--- config.mk ---
export PLATFORM = sky130hd
export DESIGN_NAME = crc32_byte_stream_unit
export DESIGN_NICKNAME = d
export VERILOG_FILES = /design/src/sv/crc32bs_pkg.sv /design/src/sv/crc32bs_fold.sv /design/src/sv/crc32bs_out_reg.sv /design/src/sv/crc32_byte_stream_unit.sv
export SDC_FILE = /design/constraint.sdc
export NUM_CORES = 1
export LEC_CHECK = 0
export CAP_MARGIN = 20
export CELL_PAD_IN_SITES_DETAIL_PLACEMENT = 0
export CELL_PAD_IN_SITES_GLOBAL_PLACEMENT = 1
export CORE_ASPECT_RATIO = 1.75
export CORE_MARGIN = 8
export CORE_UTILIZATION = 50
export CTS_CLUSTER_DIAMETER = 40
export CTS_CLUSTER_SIZE = 10
export DETAILED_ROUTE_END_ITERATION = 16
export DONT_BUFFER_PORTS = 1
export HOLD_SLACK_MARGIN = 0.06
export PLACE_DENSITY_LB_ADDON = 0.25
export SYNTH_ARGS = -nofsm -noshare
export SYNTH_HDL_FRONTEND = slang
export SYNTH_SLANG_ARGS = --single-unit
--- constraint.sdc ---
create_clock -name clk -period 4 [get_ports clk]
set_input_delay 0.2 -clock clk [delete_from_list [all_inputs] [get_ports clk]]
set_output_delay 0.2 -clock clk [all_outputs]
set_load 0.05 [all_outputs]
--- src/sv/crc32bs_pkg.sv ---
// ----------------------------------------------------------------------------
// CRC-32 byte stream package
// Shared types, constants and the unrolled reflected CRC-32 byte update.
// ----------------------------------------------------------------------------
package crc32bs_pkg;

  typedef logic [31:0] crc_t;
  typedef logic [7:0]  byte_t;

  // Reflected IEEE 802.3 polynomial and the per-message seed.
  localparam crc_t CRC_POLY = 32'hEDB8_8320;
  localparam crc_t CRC_SEED = 32'hFFFF_FFFF;

  // Result handed from the datapath to the output register.
  typedef struct packed {
    logic load;
    crc_t crc;
  } result_t;

  // Folds one byte into the register, least significant bit first.
  // The eight shift/xor steps flatten into a fixed xor network.
  function automatic crc_t fold_byte(input crc_t reg_in, input byte_t data);
    crc_t r;
    r = reg_in ^ {24'h00_0000, data};
    for (int k = 0; k < 8; k++) begin
      if (r[0]) begin
        r = {1'b0, r[31:1]} ^ CRC_POLY;
      end else begin
        r = {1'b0, r[31:1]};
      end
    end
    return r;
  endfunction

endpackage

--- src/sv/crc32bs_fold.sv ---
// ----------------------------------------------------------------------------
// CRC-32 byte fold
// Selects the seed or the running value and folds one byte into it.
// ----------------------------------------------------------------------------
module crc32bs_fold (
  input  crc32bs_pkg::crc_t  crc_in,
  input  crc32bs_pkg::byte_t data,
  input  logic               reseed,
  output crc32bs_pkg::crc_t  crc_out
);
  import crc32bs_pkg::*;

  crc_t start;

  // A first byte restarts the message from all ones.
  assign start   = reseed ? CRC_SEED : crc_in;
  assign crc_out = fold_byte(start, data);

endmodule

--- src/sv/crc32bs_out_reg.sv ---
// ----------------------------------------------------------------------------
// CRC-32 result register
// Holds one finished CRC until the downstream side takes it.
// ----------------------------------------------------------------------------
module crc32bs_out_reg (
  input  logic                 clk,
  input  logic                 rst,
  input  crc32bs_pkg::result_t result,
  input  logic                 crc_stall,
  output logic                 crc_valid,
  output crc32bs_pkg::crc_t    crc_value,
  output logic                 free
);
  import crc32bs_pkg::*;

  // The slot can take a new result when empty or when drained this cycle.
  assign free = !crc_valid || !crc_stall;

  // Valid flag: set on a load, cleared once the item is taken.
  always_ff @(posedge clk) begin
    if (rst) begin
      crc_valid <= 1'b0;
    end else if (result.load) begin
      crc_valid <= 1'b1;
    end else if (!crc_stall) begin
      crc_valid <= 1'b0;
    end
  end

  // Payload needs no reset.
  always_ff @(posedge clk) begin
    if (result.load) begin
      crc_value <= result.crc;
    end
  end

  // A load never overwrites a result that is still waiting.
  assert property (@(posedge clk) disable iff (rst) result.load |-> free)
    else $error("result register overwritten while stalled");

endmodule

--- src/sv/crc32_byte_stream_unit.sv ---
// ----------------------------------------------------------------------------
// CRC-32 byte stream unit
// Running reflected CRC-32 over a byte stream, result emitted uninverted.
// ----------------------------------------------------------------------------
// The unit takes one message byte per cycle unless stalled and returns the raw
// CRC register (reflected polynomial 0xEDB88320, seeded with all ones on a first
// byte, no final inversion) one item per message, after the byte marked last. A
// byte passes through an input register and is folded into the CRC register by
// an eight-step xor network; when it leaves the input register, the result of a
// last byte is loaded into the output register, from which the downstream side
// takes it. Throughput is one byte per cycle unless input stalls; the fold
// from the CRC register back into itself is the loop that sets the clock. A
// waiting result stalls input only when the byte in the input register is itself
// a last byte.
module crc32_byte_stream_unit (
  input  logic                clk,
  input  logic                rst,
  input  logic                byte_valid,
  output logic                byte_stall,
  input  crc32bs_pkg::byte_t  data_byte,
  input  logic                first_byte,
  input  logic                last_byte,
  output logic                crc_valid,
  input  logic                crc_stall,
  output crc32bs_pkg::crc_t   crc_value
);
  import crc32bs_pkg::*;

  logic    s1_valid;
  byte_t   s1_data;
  logic    s1_first;
  logic    s1_last;
  logic    s1_adv;
  logic    out_free;
  crc_t    crc_reg;
  crc_t    crc_next;
  result_t result;

  // The input item moves on unless it needs the output slot and the slot is busy.
  assign s1_adv     = s1_valid && (!s1_last || out_free);
  assign byte_stall = s1_valid && !s1_adv;

  // Input register.
  always_ff @(posedge clk) begin
    if (rst) begin
      s1_valid <= 1'b0;
    end else if (!byte_stall) begin
      s1_valid <= byte_valid;
    end
  end

  always_ff @(posedge clk) begin
    if (byte_valid && !byte_stall) begin
      s1_data  <= data_byte;
      s1_first <= first_byte;
      s1_last  <= last_byte;
    end
  end

  // Byte update.
  crc32bs_fold u_fold (
    .crc_in  (crc_reg),
    .data    (s1_data),
    .reseed  (s1_first),
    .crc_out (crc_next)
  );

  // Running CRC register, kept across messages.
  always_ff @(posedge clk) begin
    if (rst) begin
      crc_reg <= CRC_SEED;
    end else if (s1_adv) begin
      crc_reg <= crc_next;
    end
  end

  // A last byte hands its CRC to the result register.
  assign result.load = s1_adv && s1_last;
  assign result.crc  = crc_next;

  crc32bs_out_reg u_out (
    .clk       (clk),
    .rst       (rst),
    .result    (result),
    .crc_stall (crc_stall),
    .crc_valid (crc_valid),
    .crc_value (crc_value),
    .free      (out_free)
  );

  // The register comes out of reset seeded.
  assert property (@(posedge clk) (!rst && $past(rst)) |-> (crc_reg == CRC_SEED))
    else $error("CRC register not seeded after reset");

  // A new result only follows a last byte that left the input register.
  assert property (@(posedge clk) disable iff (rst)
    $rose(crc_valid) |-> $past(s1_valid && s1_last))
    else $error("result raised without a last byte");

  // A byte that ends no message never holds up the input.
  assert property (@(posedge clk) disable iff (rst)
    (s1_valid && !s1_last) |-> !byte_stall)
    else $error("non-last byte stalled");

  // The CRC register changes only when a byte is folded in.
  assert property (@(posedge clk) disable iff (rst)
    (!$past(rst) && !$past(s1_adv)) |-> $stable(crc_reg))
    else $error("CRC register changed without a byte");

endmodule

Word-level counts from Yosys, hierarchy flattened
Index checks and enable logic that the tools add are counted.
{ "word_totals": {"regBits": 76, "in_bits": 14, "out_inout_bits": 34, "wordCells": 39} }
{ "classes": {"eq_ne": 1, "mux": 11, "bitwise_logic": 9, "n_reduce_logical": 11} }
{ "ops": {"columns": ["op", "count"], "rows": [
  ["$mux 32", 9],
  ["$not 13->14", 8],
  ["$xor 32x8->32", 1],
  ["$logic_not 1->1", 5],
  ["$logic_and 1x1->1", 4],
  ["$logic_or 1x1->1", 2],
  ["$mux 1", 2],
  ["$ne 2x1->1 const B", 1]
]} }

Depth between registers and ports, before layout
{ "logic_depth": {"depth_word": 18, "ltp_mapped": 8} }

Modules after synthesis
A second synthesis with hierarchy kept.
{ "hier_totals": {"cells_unflattened": 289, "hier_area_um2": 3589.7} }
{ "modules_own_cells": {"columns": ["module", "n_inst", "cells_each", "area_each_um2"], "rows": [
  ["crc32_byte_stream_unit", 1, 127, 1566.5],
  ["crc32bs_fold", 1, 126, 1029.7],
  ["crc32bs_out_reg", 1, 36, 993.5]
]} }

Least setup slack after synthesis
No wires, ideal clock.
{ "synth_timing": {"kind": "register to register", "startpoint": "reg s1_data[1]", "endpoint": "reg u_out.crc_value[20] (data pin)", "setup_time_ps": 259, "t_arrival_ps": 1910, "required_ps": 3741, "path_slack_ps": 1830, "stages_incl_launch_ff": 9, "path_buffers": 2, "synth_period_minus_slack_ps": 2170, "cell_sequence": "edfxtp_1 > buf_6 > xnor2_1 > or3_4 > a211o_1 > o211a_2 > or2_1 > buf_4 > xnor2_1"} }
{ "synth_via": {"elab_chain_cells": 13} }
{ "synth_lines": {"columns": ["element", "line", "rtl"], "rows": [
  ["start: declaration", "crc32_byte_stream_unit.sv:30", "byte_t s1_data;"],
  ["start signal: assignment", "crc32_byte_stream_unit.sv:54", "s1_data <= data_byte;"],
  ["$xor 32x8->32 *", "crc32bs_pkg.sv:24", "r = reg_in ^ {24'h00_0000, data};"],
  ["$mux 32 * (3 in series)", "crc32bs_pkg.sv:26", "if (r[0]) begin"],
  ["$not 13->14 (no source line)", null, null],
  ["$mux 32 *", "crc32bs_pkg.sv:26", null],
  ["$not 13->14 (no source line)", null, null],
  ["$mux 32 * (2 in series)", "crc32bs_pkg.sv:26", null],
  ["$not 13->14 (no source line)", null, null],
  ["$mux 32 *", "crc32bs_pkg.sv:26", null],
  ["$not 13->14 (no source line)", null, null],
  ["$mux 32 *", "crc32bs_pkg.sv:26", null],
  ["named net crc_next[20]", "crc32_byte_stream_unit.sv:36", "crc_t crc_next;"],
  ["end signal: assignment", "crc32bs_out_reg.sv:33", "crc_value <= result.crc;"],
  ["end: declaration", "crc32bs_out_reg.sv:11", "output crc32bs_pkg::crc_t crc_value,"]
]} }
Mark *: on every way through the listed nets, which the timed path passes. The rest lies on a longest branch.
A chain may end at the register's enable or synchronous reset.

==> run summary <==
• outcome: complete, no violations
• latest clock arrival within the worst-skew pair: 340 ps
• top achievable clock speed: 386 MHz
• Post CTS Setup Buffer Count: 0
• number of optimization iterations in the first detailed-route pass: 4
• final count of pins violating max slew: 0
• per-cell routed wire length: 18.5 um
• sequential area share after synthesis: 51.9%
• starting utilization of the core area: 51.7%
• Worst R2R Setup Slack: 1410 ps
• Hold Slack: 66.1 ps
• nets@finish: 356
• CTS HTree Levels: 3
• mapped cell area: 3740 um^2
• path type of the worst setup path: reg -> reg
• count of maximum capacitance violations: 0
• Netlist cell types: 36
• total overflow reported by the global router: 0
• Mapped Avg Cell Area: 11.1 um^2
• Worst Path Max Fanout: 21
• end of the worst register-to-register path: u_out.crc_valid
• Period Utilization, post-route: 64.7%
• total power density per cell area: 575 nW/um^2
• number of global-route vias before repair: 2442
• Slowest cell on crit path: sky130_fd_sc_hd__dfxtp_1
• Worst Tran Pin Value: 965 ps
• DRC violation count after routing: 0
• final antenna-violating net count: 0
• diode insertion count for antenna repair: 0
• endpoint of the most critical setup path: u_out.crc_valid
• required time of the critical path: 4220 ps
• Crit path arrival time: 2810 ps
• total wire length: 8030 um
• most used standard cell by instance count after synthesis: sky130_fd_sc_hd__xnor2_1
• post-synthesis cell type with the largest combined area: sky130_fd_sc_hd__edfxtp_1
• type of destination of the critical path: flip-flop
• placeable core region: 7230 um^2
• Net Count, Synth: 352
• worst setup skew after layout: 5.92 ps
• Post-synth EDFFs: 42
• Final Hold Viols: 0
• launch instance of the worst register-to-register path: u_out.crc_valid
• Hold Path Class: in -> reg
• post-layout utilization of the core: 58.2%
• Peak supply drop: 0.316 mV
• number of CTS-inserted buffers: 9
• post-synthesis async set-or-reset flop share: 0%
• Crit path largest cell delay: 670 ps
• worst reg2reg path depth: 6
• largest net degree at the start of global routing: 33
• post-synthesis sequential element count: 76
• area share of the largest cell type after synthesis: 33.7%
• number of antenna violations at the first check in global routing: 0
• nature of the critical path startpoint: flip-flop
• die width: 81.4 um
• number of vias in the routed layout: 2361
• count of clock tree sinks: 76
• cell-by-cell listing of the critical path: nand3_1 > and3_1 > buf_4 > a21oi_1 > nor2_1 > dlygate4sd3_1
• critical path startpoint: u_out.crc_valid
• overall fraction of global-route tracks in use: 16.8%
• most common flop cell mapped by yosys: sky130_fd_sc_hd__edfxtp_1
• RD Place Congestion: 0.759
• Static Leakage: 1.54 nW
• violation count after the first detailed-routing iteration: 130
• share of layout cells above drive strength 1: 9.51%
• IO Port Bufs: 0
• ports placed on the boundary: 48
• area added between synthesis and finish: 12.6%
• most common library cells after synthesis: sky130_fd_sc_hd__xnor2_1 (58), sky130_fd_sc_hd__edfxtp_1 (42), sky130_fd_sc_hd__nand2_1 (39)
• Vias/cell: 5.45
• Setup Total Neg Slack: 0 ps
• maximum count of clock buffers along a single path: 2
• die footprint: 10600 um^2
• first-pass GRT wire length: 13100 um
• die height: 130 um
• unrepaired setup endpoints after global routing: no
• fin crit period: 2590 ps
• CTS tree: yes
• DPL Wire Length: 5580 um
• worst slew margin relative to its limit: 35.7%
• floorplan row count: 41
• final number of setup-violating endpoints: 0
• instance count of the mapped netlist: 338
• dominant cells by area after synthesis: sky130_fd_sc_hd__edfxtp_1 (34%), sky130_fd_sc_hd__dfxtp_1 (18%), sky130_fd_sc_hd__xnor2_1 (14%)
• root cell of the clock tree: sky130_fd_sc_hd__clkbuf_16
• Clock transition at path regs: 50 ps
• Synth Warn #: 0
[report_power, final]
part	switching [mW]	internal (mW)	leakage [nW]	total, mW
Sequential	0.133	0.931	0.673	1.06
Clock	0.304	0.560	0.153	0.863
Combinational	0.262	0.228	0.712	0.490
[what timing repair did]
| item | 4_1_cts | 5_1_grt |
|---|---|---|
| hold buffers | 13 | 0 |
| gates resized for setup | 0 | 0 |
| setup endpoints to repair | 0 | 0 |
| endpoints found under the hold margin | 28 | 0 |
[cells in the final DEF (no fill, tap or decap), drive strengths merged, types with 3 or more instances in the layout]
| master | n |
|---|---|
| a211o | 14 |
| clkbuf | 11 |
| xor2 | 24 |
| a211oi | 4 |
| and3 | 3 |
| dlygate4sd3 | 13 |
| dfxtp | 34 |
| buf | 4 |
| nor3 | 6 |
| nand3 | 18 |
| a21oi | 3 |
| xnor2 | 63 |
| nand2 | 39 |
| and2 | 16 |
| clkinv | 3 |
| edfxtp | 42 |
| nor2 | 31 |
[logic make-up (layout without fill, tap and decap cells)]
kind of cell	after synthesis	after routing	share of synthesized area [%]
flip-flops	76	76	51.9
AO/OA/AOI/OAI	29	29	6.69
buffers and inverters	27	36	3.95
AND/OR/NAND/NOR	118	118	14.6
XOR/XNOR	88	88	22.8
[metal layers]
layer	share of wire, %	global-route usage (%)
met1	39	18.4
met2	55	29.3
met3	4.0	3.63
met4	2.1	8.25
met5	0	0
[final cells by class]
cell class | instances | area [um^2]
clock buffers | 11 | 243
clock inverters | 5 | 76.3
fillers | 607 | 3020
inverters | 3 | 11.3
multi-input cells | 235 | 1650
flip-flops and latches | 76 | 1940
well taps | 86 | 108
repair buffers | 17 | 180
[how the worst min path moves through the flow]
stage                 start         endpoint  slack [ps]  cells after the start
2_1_floorplan  data_byte[0]       s1_data[0]         300                      0
3_3_place_gp            rst  u_out.crc_valid         280                      1
3_5_place_dp            rst  u_out.crc_valid         280                      1
4_1_cts                 rst      crc_reg[20]          60                      2
5_1_grt                 rst      crc_reg[20]          70                      2
6_report                rst      crc_reg[20]          70                      2
[through the flow]
step	area [um^2]	power, mW	setup slack, ps	instances
2_1_floorplan	3740	1.48	1830	338
3_3_place_gp	3730	1.55	1710	403
4_1_cts	4180	2.44	1400	432
6_report	4210	2.42	1410	433
3_5_place_dp	3730	1.56	1700	403
5_1_grt	4210	2.53	1280	433
[critical path: cells and delay by family (launching register included)]
| family | cells | cell delay (ps) |
|---|---|---|
| buf+inv | 2 | 930 |
| simple gates | 3 | 720 |
| flops | 1 | 670 |
| compound gates | 1 | 140 |
No activity file was read; power rests on OpenSTA's default activity.
